[src/rtl/fpa_pkg.sv]
// ----------------------------------------------------------------------------
// fpa_pkg: shared types and constants
// beat formats, internal operation classes and divider sizing for the
// fixed-point alu
// ----------------------------------------------------------------------------
`default_nettype none

package fpa_pkg;

  localparam int DataW    = 32;
  localparam int FracBits = 8;
  localparam int FuncW    = 4;
  localparam int ProdW    = 2 * DataW;
  // dividend is |a| shifted left by the fraction width
  localparam int DivW     = DataW + FracBits;
  localparam int DivCntW  = $clog2(DivW + 1);

  typedef enum logic [FuncW-1:0] {
    OP_ADD      = 4'd0,
    OP_SUB      = 4'd1,
    OP_MUL      = 4'd2,
    OP_DIV      = 4'd3,
    OP_LT       = 4'd4,
    OP_GT       = 4'd5,
    OP_LE       = 4'd6,
    OP_GE       = 4'd7,
    OP_MIN      = 4'd8,
    OP_MAX      = 4'd9,
    OP_INC      = 4'd10,
    OP_DEC      = 4'd11,
    OP_FROM_INT = 4'd12,
    OP_TO_INT   = 4'd13,
    OP_NOP      = 4'd14
  } op_e;

  typedef struct packed {
    logic [FuncW-1:0]        func;
    logic signed [DataW-1:0] operand_a;
    logic signed [DataW-1:0] operand_b;
  } in_beat_t;

  typedef struct packed {
    logic signed [DataW-1:0] result;
    logic                    compare_true;
    logic                    divide_by_zero;
  } out_beat_t;

  // one classified operation waiting for the back end
  typedef struct packed {
    op_e                     op;
    logic signed [DataW-1:0] a;
    logic signed [DataW-1:0] b;
  } entry_t;

  // head of the issue queue as seen by the back end
  typedef struct packed {
    logic   valid;
    entry_t entry;
  } head_t;

endpackage

`default_nettype wire

[src/rtl/fpa_front.sv]
// ----------------------------------------------------------------------------
// fpa_front: accept and classify
// takes input beats, decodes the function code and holds them in a
// two-entry issue queue for the back end
// ----------------------------------------------------------------------------
`default_nettype none

module fpa_front (
  input  wire logic             clk_i,
  input  wire logic             rst_ni,
  input  wire logic             push,
  output logic                  full,
  input  wire fpa_pkg::in_beat_t in_i,
  output fpa_pkg::head_t        head_o,
  input  wire logic             take_i
);
  import fpa_pkg::*;

  entry_t     mem_q [2];
  logic       wr_q, rd_q;
  logic [1:0] cnt_q;
  logic       do_push, do_take;
  entry_t     cls;

  // unused codes run as a no-op that answers all zero
  always_comb begin
    cls.a  = in_i.operand_a;
    cls.b  = in_i.operand_b;
    if (in_i.func <= FuncW'(OP_TO_INT)) begin
      cls.op = op_e'(in_i.func);
    end else begin
      cls.op = OP_NOP;
    end
  end

  assign full    = (cnt_q == 2'd2);
  assign do_push = push && !full;
  assign do_take = take_i && (cnt_q != 2'd0);

  assign head_o.valid = (cnt_q != 2'd0);
  assign head_o.entry = mem_q[rd_q];

  always_ff @(posedge clk_i) begin
    if (do_push) begin
      mem_q[wr_q] <= cls;
    end
  end

  always_ff @(posedge clk_i or negedge rst_ni) begin
    if (!rst_ni) begin
      wr_q  <= 1'b0;
      rd_q  <= 1'b0;
      cnt_q <= 2'd0;
    end else begin
      if (do_push) wr_q <= ~wr_q;
      if (do_take) rd_q <= ~rd_q;
      cnt_q <= cnt_q + {1'b0, do_push} - {1'b0, do_take};
    end
  end

endmodule

`default_nettype wire

[src/rtl/fpa_back.sv]
// ----------------------------------------------------------------------------
// fpa_back: execute
// one execute register stage, a bit-serial restoring divider and a
// two-entry result queue
// ----------------------------------------------------------------------------
`default_nettype none

module fpa_back (
  input  wire logic           clk_i,
  input  wire logic           rst_ni,
  input  wire fpa_pkg::head_t head_i,
  output logic                take_o,
  output logic                empty,
  input  wire logic           pop,
  output fpa_pkg::out_beat_t  out_o
);
  import fpa_pkg::*;

  localparam logic [ProdW-1:0] FracMask = (ProdW'(1) << FracBits) - ProdW'(1);

  // execute stage
  logic                    s1_valid_q;
  op_e                     s1_op_q;
  out_beat_t               s1_beat_q;
  logic signed [ProdW-1:0] s1_prod_q;
  logic                    s1_ready, s1_load;
  op_e                     s1_op_d;
  out_beat_t               s1_beat_d;

  // divider
  logic                    busy_q;
  logic [DivCntW-1:0]      cnt_q;
  logic [DivW-1:0]         dvd_q;
  logic [DataW-1:0]        rem_q, bmag_q;
  logic                    neg_q;
  logic [DataW:0]          rem_sh, rem_sub;
  logic                    qbit, div_done;
  logic [DataW-1:0]        a_mag, b_mag;

  // result queue
  out_beat_t               oq_q [2];
  logic                    ow_q, or_q;
  logic [1:0]              ocnt_q;
  logic                    o_push, o_pop;

  entry_t                  e;
  logic                    is_div, start_div, take_simple;
  logic signed [ProdW-1:0] prod_adj;
  out_beat_t               fin;

  assign e        = head_i.entry;
  assign is_div   = (e.op == OP_DIV) && (e.b != '0);
  assign o_push   = s1_valid_q && (ocnt_q != 2'd2);
  assign s1_ready = !s1_valid_q || o_push;
  assign div_done = busy_q && (cnt_q == '0);

  assign take_simple = head_i.valid && !busy_q && !is_div && s1_ready;
  assign start_div   = head_i.valid && !busy_q && is_div;
  assign take_o      = take_simple || start_div;
  assign s1_load     = take_simple || (div_done && s1_ready);

  // combinational non-multiply results, divide by zero, or the divider result when done
  always_comb begin
    s1_beat_d = '0;
    s1_op_d   = e.op;
    unique case (e.op)
      OP_ADD:      s1_beat_d.result = e.a + e.b;
      OP_SUB:      s1_beat_d.result = e.a - e.b;
      OP_MUL:      s1_beat_d.result = '0;
      OP_DIV:      s1_beat_d.divide_by_zero = 1'b1;
      OP_LT:       s1_beat_d.compare_true = (e.a < e.b);
      OP_GT:       s1_beat_d.compare_true = (e.a > e.b);
      OP_LE:       s1_beat_d.compare_true = (e.a <= e.b);
      OP_GE:       s1_beat_d.compare_true = (e.a >= e.b);
      OP_MIN:      s1_beat_d.result = (e.a < e.b) ? e.a : e.b;
      OP_MAX:      s1_beat_d.result = (e.a > e.b) ? e.a : e.b;
      OP_INC:      s1_beat_d.result = e.a + DataW'(1);
      OP_DEC:      s1_beat_d.result = e.a - DataW'(1);
      OP_FROM_INT: s1_beat_d.result = e.a <<< FracBits;
      OP_TO_INT:   s1_beat_d.result = $signed(e.a + (e.a[DataW-1] ?
                     DataW'(FracMask) : DataW'(0))) >>> FracBits;
      OP_NOP:      s1_beat_d = '0;
      default:     s1_beat_d = '0;
    endcase
    if (div_done) begin
      s1_op_d   = OP_DIV;
      s1_beat_d = '0;
      s1_beat_d.result = neg_q ? -dvd_q[DataW-1:0] : dvd_q[DataW-1:0];
    end
  end

  // divider step
  assign a_mag   = e.a[DataW-1] ? -e.a : e.a;
  assign b_mag   = e.b[DataW-1] ? -e.b : e.b;
  assign rem_sh  = {rem_q, dvd_q[DivW-1]};
  assign rem_sub = rem_sh - {1'b0, bmag_q};
  assign qbit    = !rem_sub[DataW];

  always_ff @(posedge clk_i) begin
    if (start_div) begin
      dvd_q  <= {a_mag, {FracBits{1'b0}}};
      rem_q  <= '0;
      bmag_q <= b_mag;
      neg_q  <= e.a[DataW-1] ^ e.b[DataW-1];
    end else if (busy_q && !div_done) begin
      dvd_q <= {dvd_q[DivW-2:0], qbit};
      rem_q <= qbit ? rem_sub[DataW-1:0] : rem_sh[DataW-1:0];
    end
  end

  always_ff @(posedge clk_i) begin
    if (s1_load) begin
      s1_op_q   <= s1_op_d;
      s1_beat_q <= s1_beat_d;
      s1_prod_q <= e.a * e.b;
    end
  end

  // multiply finish: truncate toward zero
  always_comb begin
    prod_adj = s1_prod_q + (s1_prod_q[ProdW-1] ? $signed(FracMask) : '0);
    fin      = s1_beat_q;
    if (s1_op_q == OP_MUL) begin
      fin.result = prod_adj[FracBits+DataW-1:FracBits];
    end
  end

  always_ff @(posedge clk_i) begin
    if (o_push) begin
      oq_q[ow_q] <= fin;
    end
  end

  assign empty = (ocnt_q == 2'd0);
  assign o_pop = pop && !empty;
  assign out_o = oq_q[or_q];

  always_ff @(posedge clk_i or negedge rst_ni) begin
    if (!rst_ni) begin
      s1_valid_q <= 1'b0;
      busy_q     <= 1'b0;
      cnt_q      <= '0;
      ow_q       <= 1'b0;
      or_q       <= 1'b0;
      ocnt_q     <= 2'd0;
    end else begin
      if (s1_load) begin
        s1_valid_q <= 1'b1;
      end else if (o_push) begin
        s1_valid_q <= 1'b0;
      end
      if (start_div) begin
        busy_q <= 1'b1;
        cnt_q  <= DivCntW'(DivW);
      end else if (div_done && s1_ready) begin
        busy_q <= 1'b0;
      end else if (busy_q && !div_done) begin
        cnt_q <= cnt_q - DivCntW'(1);
      end
      if (o_push) ow_q <= ~ow_q;
      if (o_pop)  or_q <= ~or_q;
      ocnt_q <= ocnt_q + {1'b0, o_push} - {1'b0, o_pop};
    end
  end

endmodule

`default_nettype wire

[src/rtl/fixed_point_alu.sv]
// ----------------------------------------------------------------------------
// fixed_point_alu: signed q24.8 fixed-point alu
// front end classifies operations into an issue queue, back end executes
// them in order and queues the results
// ----------------------------------------------------------------------------
//  channel   handshake          payload
//  input     push / full        in_i  : func, operand_a, operand_b
//  result    empty / pop        out_o : result, compare_true, divide_by_zero
//
//  one beat per cycle for all operations except divide, unless the result
//  side stalls; a non-zero divide holds the back end while it starts, makes
//  one quotient bit per cycle over 32 + fraction bits, then enters execute
//  a result passes through the issue queue, the execute stage and the result
//  queue in that order before it can be popped
//  reset empties both queues and aborts a divide in progress
//  a stalled result side backs up through the result queue into the front
// ----------------------------------------------------------------------------
`default_nettype none

module fixed_point_alu (
  input  wire logic              clk_i,
  input  wire logic              rst_ni,
  input  wire logic              push,
  output logic                   full,
  input  wire fpa_pkg::in_beat_t in_i,
  output logic                   empty,
  input  wire logic              pop,
  output fpa_pkg::out_beat_t     out_o
);
  import fpa_pkg::*;

  // head of the issue queue and its take strobe
  head_t head;
  logic  take;

  // front: accept beats and decode the function code
  fpa_front u_front (
    .clk_i  (clk_i),
    .rst_ni (rst_ni),
    .push   (push),
    .full   (full),
    .in_i   (in_i),
    .head_o (head),
    .take_i (take)
  );

  // back: execute, divide serially and queue results
  fpa_back u_back (
    .clk_i  (clk_i),
    .rst_ni (rst_ni),
    .head_i (head),
    .take_o (take),
    .empty  (empty),
    .pop    (pop),
    .out_o  (out_o)
  );

endmodule

`default_nettype wire

[config.mk]
export PLATFORM = sky130hd
export DESIGN_NAME = fixed_point_alu
export DESIGN_NICKNAME = d
export VERILOG_FILES = /design/src/rtl/fpa_pkg.sv /design/src/rtl/fpa_front.sv /design/src/rtl/fpa_back.sv /design/src/rtl/fixed_point_alu.sv
export SDC_FILE = /design/constraint.sdc
export NUM_CORES = 2
export LEC_CHECK = 0
export BUFFER_PORTS_ARGS = -buffer_cell sky130_fd_sc_hd__buf_2
export CORE_ASPECT_RATIO = 0.6
export CORE_MARGIN = 5
export CORE_UTILIZATION = 45
export DETAILED_ROUTE_END_ITERATION = 16
export PLACE_DENSITY_LB_ADDON = 0.15
export SLEW_MARGIN = 20
export SYNTH_ARGS = -nofsm -noshare
export SYNTH_HDL_FRONTEND = slang
export SYNTH_SLANG_ARGS = --single-unit
export TNS_END_PERCENT = 10
[constraint.sdc]
create_clock -name clk_i -period 9.1 [get_ports clk_i]
set_input_delay 1.365 -clock clk_i [delete_from_list [all_inputs] [get_ports clk_i]]
set_output_delay 1.365 -clock clk_i [all_outputs]
set_load 0.005 [all_outputs]
Yosys cells after proc, flatten, opt, wreduce, memory -nomap -nowiden
Memories as Yosys holds them, arrays and structs flattened.
Index checks and enable logic that the tools add are counted.

word-level totals
  register bits after elaboration = 223
  memory bits (writable) = 204
  output and inout port bits = 36
  word-level logic and storage cells = 122
  memories = 2

operators by class
  add/sub/neg operators = 15
  $mul = 1
  order comparisons = 5
  eq/ne operators = 16
  mux-type cells = 27
  bitwise logic cells = 5
  reductions and logical operators = 31

memory list
  memory         depth  bits a word  read ports  clocked after Yosys merged registers in  write ports  RTL line         source
  u_front.mem_q  2      68           1           0                                        1            fpa_front.sv:19  entry_t mem_q [2];
  u_back.oq_q    2      34           1           0                                        1            fpa_back.sv:41   out_beat_t oq_q [2];

operators by type and width
  cell                                                                    count
  32-bit one-hot mux with 8 select lines                                  1
  32-bit 2-to-1 mux                                                       6
  32-bit negation                                                         3
  40-bit 2-to-1 mux                                                       2
  32-bit by 32-bit multiplier with 64-bit output                          1
  40-bit adder                                                            1
  34-bit 2-to-1 mux                                                       1
  33-bit by 32-bit subtractor with 33-bit output                          1
  32-bit by 2-bit adder with 32-bit output (second input constant)        1
  32-bit adder                                                            1
  32-bit by 8-bit adder with 32-bit output                                1
  32-bit >= comparator                                                    1
  32-bit > comparator                                                     1
  32-bit less-or-equal comparator                                         1
  32-bit less-than comparator                                             1
  32-bit nonzero test                                                     1
  32-bit by 2-bit subtractor with 32-bit output (second input constant)   1
  32-bit subtractor                                                       1
  31-bit 2-to-1 mux                                                       1
  4-bit equality test (second input constant)                             6
  6-bit 2-to-1 mux                                                        3
  4-bit by 3-bit equality test with 1-bit output (second input constant)  4
  8-bit 2-to-1 mux                                                        2
  1-bit logical AND                                                       12
  21 further kinds                                                        46

Logic depth before layout (Yosys ltp)
An unclocked memory read counts as a cell.

  depth in word-level cells = 9
  gate-level depth with buffers = 39

Modules after synthesis
A second synthesis with hierarchy kept.

second synthesis, totals
  cells, all modules = 6,256
  area total of the unflattened synthesis = 60,405.4 um^2

by module, submodules not included
  module     times used  cells an instance  area an instance (um^2)
  fpa_back   1           6,021              55,234.2
  fpa_front  1           235                5,171.2

Worst setup path after synthesis
No wires, ideal clock.

  path kind = register to register
  start point = reg u_front.rd_q
  end point = reg u_back.s1_prod_q[63] (data pin)
  library setup time = 0.264 ns
  arrival = 9.417 ns
  required time = 8.836 ns
  setup slack = -0.581 ns
  cell stages (with the launch flop) = 40
  period minus slack after synthesis = 9.681 ns
  cells stage by stage = dfrtp_1 > buf_4 > buf_6 > buf_6 > buf_6 > buf_6 > buf_6 > buf_4 > a21oi_1 > inv_1 > clkbuf_1 > clkbuf_1 > buf_1 > nand2_1 > inv_1 > fa_1 > inv_1 > fa_1 > [... 4 more ...] > fa_1 > inv_1 > fa_1 > inv_1 > fa_1 > inv_1 > fa_1 > ha_1 > a21o_1 > a21o_1 > a21o_1 > a21o_1 > a21oi_1 > nor2b_1 > o21ai_0 > nand2_1 > a221oi_1 > xnor2_1

between the ends
  cells in the longest elaborated chain, start to end = 2

RTL lines
  element                                         RTL line         source
  from (decl)                                     fpa_front.sv:20  logic wr_q, rd_q;
  from (signal assigned)                          fpa_front.sv:56  if (do_take) rd_q <= ~rd_q;
  memory 2 x 68 bit                               -
  32-bit by 32-bit multiplier with 64-bit output  fpa_back.sv:115  s1_prod_q <= e.a * e.b;
  to (signal assigned)                            fpa_back.sv:115
  to (decl)                                       fpa_back.sv:25   logic signed [ProdW-1:0] s1_prod_q;

Every way passes these cells.
A chain may end at the register's enable or synchronous reset.

Worst setup path after layout
Same ends and word-level chain as after synthesis.

==> impl_metrics.py <==
metrics = {
    "sta": {
        "rsz0062_at_grt": "false",
        "finalSetupViolCount": 0,
        "slew_headroom": 0.1581,
        "setup_ws_ns": 0.1753,
        "post-route-min-period_ns": 8.925,
        "tightest_slew_ns": 1.254,
        "finalHoldViolCount": 0,
        "fmax_mhz": 112.0,
        "worst_clock_skew_ns": 0.06005,
        "holdWs_ns": 0.4844,
        "drv_slew": 0,
        "finalCritPeriodShare": 0.9807,
    },
    "logic_synthesis": {
        "ys_ff_latch": 404,
        "yosysTopAreaCellShare": 0.3624,
        "synth.distinct_cells": 92,
        "yosysTopAreaCell": "fa_1",
        "synthCells": 6367,
        "synth_area_leaders": "fa_1 36%, edfxtp_1 17%, inv_1 7.5%",
        "synth_area_per_cell_um2": 9.415,
        "yosysWarnings": 0,
        "syn_nets": 7857,
        "synth.top_cells.by_count": "1193 x inv_1, 1085 x fa_1, 748 x nand2_1",
        "yosys.cell_count.top_type": "inv_1",
        "syn-cell-area_mm2": 0.05994,
        "ys_seq_area_frac": 0.1944,
        "synthArstFlopShare": 0.03960,
        "synth-edff-count": 348,
        "yosys_most_used_dff": "edfxtp_1",
    },
    "grt": {
        "grt_start_max_net_pins": 70,
        "grt_pass1_vias": 48210,
        "grtUsageTotal": 0.3417,
        "grt_antenna_before_repair": 15,
        "grt_first_pass_wirelength_um": 345900,
        "overflow": 0,
    },
    "detailed_routing": {
        "drt_iter0_markers": 5533,
        "totalWireLength_um": 238700,
        "routed-via-count": 47700,
        "vias_per_cell": 5.720,
        "drt_first_pass_iters": 6,
        "drc": 0,
        "ant_nets": 0,
        "wl_per_cell_um": 28.63,
    },
    "cells_and_area": {
        "syn_to_final_growth_pct": 10.47,
        "layout-drive-gt1-share": 0.1018,
        "fillers": 12410,
        "final_nets": 8006,
    },
    "clock_tree": {
        "cts_hold_buf": 0,
        "clock_path_buffers": 3,
        "cts_root_buf": "clkbuf_16",
        "cts.sinks": 404,
        "clkTransAtPathRegs_ns": 0.08,
        "htree_levels": 2,
        "cts-buffers-inserted": 42,
        "clock_latency_ns": 0.65,
        "tritoncts": "yes",
    },
    "placement": {
        "place_ws_ns": -0.2657,
        "gp_congestion": 1.006,
        "place_hpwl_um": 192500,
        "portBuffers": 107,
    },
    "die": {
        "die-height_um": 292.7,
        "start_util": 0.4542,
        "ios": 108,
        "die_width_um": 481.2,
        "core_mm2": 0.1320,
        "num_rows": 103,
        "dieArea_mm2": 0.1408,
    },
    "setup_path": {
        "startpoint_type": "flip-flop",
        "criticalPathCategory": "flip-flop to flip-flop",
        "cp_data_arrival_time_ns": 9.33,
        "cp.required_ns": 9.50,
        "crit_path_end_kind": "flip-flop",
        "critPathMaxFanout": 30,
    },
    "run": {
        "max_cap_viol_count": 0,
    },
    "min_path": {
        "worstHoldPathType": "flip-flop to flip-flop",
    },
    "run_status": {
        "outcome": "finished, final reports clean",
    },
}
placed cells by master (no fill, tap or decap), types with 19 or more instances in the layout:
cell type  synthesis  layout
a21o_1            66      66
mux2_2            38      38
a31oi_1           24      24
or3_1             21      21
buf_4              4     293
o22ai_1           25      25
nand4_1           25      25
inv_1           1193    1188
clkbuf_16          0      42
nor2b_1           26      25
o211ai_1          28      28
nand2_1          748     747
nand3_1           97      97
o31ai_1           23      22
ha_1             333     333
xor2_1            82      82
edfxtp_1         348     348
nor3_1            58      56
and3_1            22      21
a211oi_1          42      42
dfxtp_1           40      40
xnor2_1          212     211
mux2i_2            4      24
nand2b_1          23      22
fa_1            1085    1084
clkinv_1          16      19
mux2i_4            1      35
buf_2             11     107
mux2i_1           95      41
nor2_1           688     683
a21oi_1          197     193
o21ai_0          215     213
o21a_1            25      25
final timing paths:
kind                                                   start                              to  slack [ns]  cells past startpoint
worst min register to register  u_back.rem_q[0]$_SDFFE_PP0P_    u_back.rem_q[0]$_SDFFE_PP0P_        0.48                      2
max in group asynchronous                             rst_ni        u_front.rd_q$_DFFE_PN0P_        7.75                      1
worst max register to register      u_front.rd_q$_DFFE_PN0P_  u_back.s1_prod_q[63]$_DFFE_PP_        0.18                     25
min in group asynchronous                             rst_ni      u_front.cnt_q[1]$_DFF_PN0_        0.79                      1
worst min-delay path            u_back.rem_q[0]$_SDFFE_PP0P_    u_back.rem_q[0]$_SDFFE_PP0P_        0.48                      2
worst max-delay path                u_front.rd_q$_DFFE_PN0P_  u_back.s1_prod_q[63]$_DFFE_PP_        0.18                     25
layer usage:
layer	track usage	up-vias	part of all wire
li1	-	20290	-
met1	0.5190	24110	0.44
met2	0.4338	2964	0.37
met3	0.1743	320	0.17
met4	0.05817	16	0.022
met5	0	-	0.00042
cells by family (layout without fill, tap and decap cells):
family                   count (synthesis)  in the layout  share of synthesized area
AO/OA/AOI/OAI                          796            796                    0.08458
XOR/XNOR                               295            295                    0.04323
AND/OR/NAND/NOR                       1779           1779                     0.1243
buffers and inverters                 1537           1720                    0.09735
adder cells (fa/ha/maj)               1418           1418                     0.4319
other                                    0              4                          0
flip-flops                             404            404                     0.1944
multiplexers                           138            138                    0.02430
critical path, stage by stage (launching register included):
cell,delay (ns)
dfrtp_4,0.60
buf_4,0.35
buf_4,0.25
mux2i_4,0.45
buf_6,0.36
buf_4,0.41
nor2_1,0.10
fa_1,0.52
fa_1,0.42
fa_1,0.51
fa_1,0.60
fa_1,0.46
fa_1,0.55
fa_1,0.45
fa_1,0.50
ha_1,0.34
a21o_1,0.17
a21o_1,0.17
a21oi_1,0.14
o21bai_1,0.07
a21o_1,0.17
a21o_1,0.16
a21oi_1,0.28
o31ai_4,0.20
a221oi_2,0.29
xnor2_1,0.08
final cells by class:
cell class | count | area (µm²) | share of cell area
multi-input cells | 4426 | 43090 | 0.6507
flip-flops and latches | 404 | 11650 | 0.1760
inverters | 1224 | 4618 | 0.06974
repair buffers | 418 | 3078 | 0.04648
well taps | 1785 | 2233 | 0.03373
clock buffers | 44 | 1069 | 0.01614
clock inverters | 34 | 466.7 | 0.007048
diodes | 4 | 10.01 | 0.0001512
flip-flops by register name, summed over array words and instances, names as in the netlist, 4 cells and up:
name	count
u_back.dvd_q	40
u_back.oq_q	68
u_front.mem_q	136
u_back.cnt_q	6
u_back.s1_beat_q	32
u_back.rem_q	32
u_back.bmag_q	32
u_back.s1_prod_q	41
u_back.s1_op_q	4
what timing repair did:
item                       CTS  global route
resized for setup            1            10
setup buffers                0             8
setup endpoints to repair    2             3
cloned                       0             0
per-stage QoR:
stage	utilization	area [µm²]	cells	setup TNS, ns
2_1_floorplan	-	60020	6367	0
4_1_cts	0.5004	66040	8326	0
5_1_grt	0.5017	66210	8335	0
6_report	0.5018	66220	8339	0
3_3_place_gp	0.4885	64460	8247	-0.4127
3_5_place_dp	0.4887	64500	8248	-0.5184
Power is not shown: default switching activity piles up to over one toggle a cycle in this logic, so the estimate is an artifact.
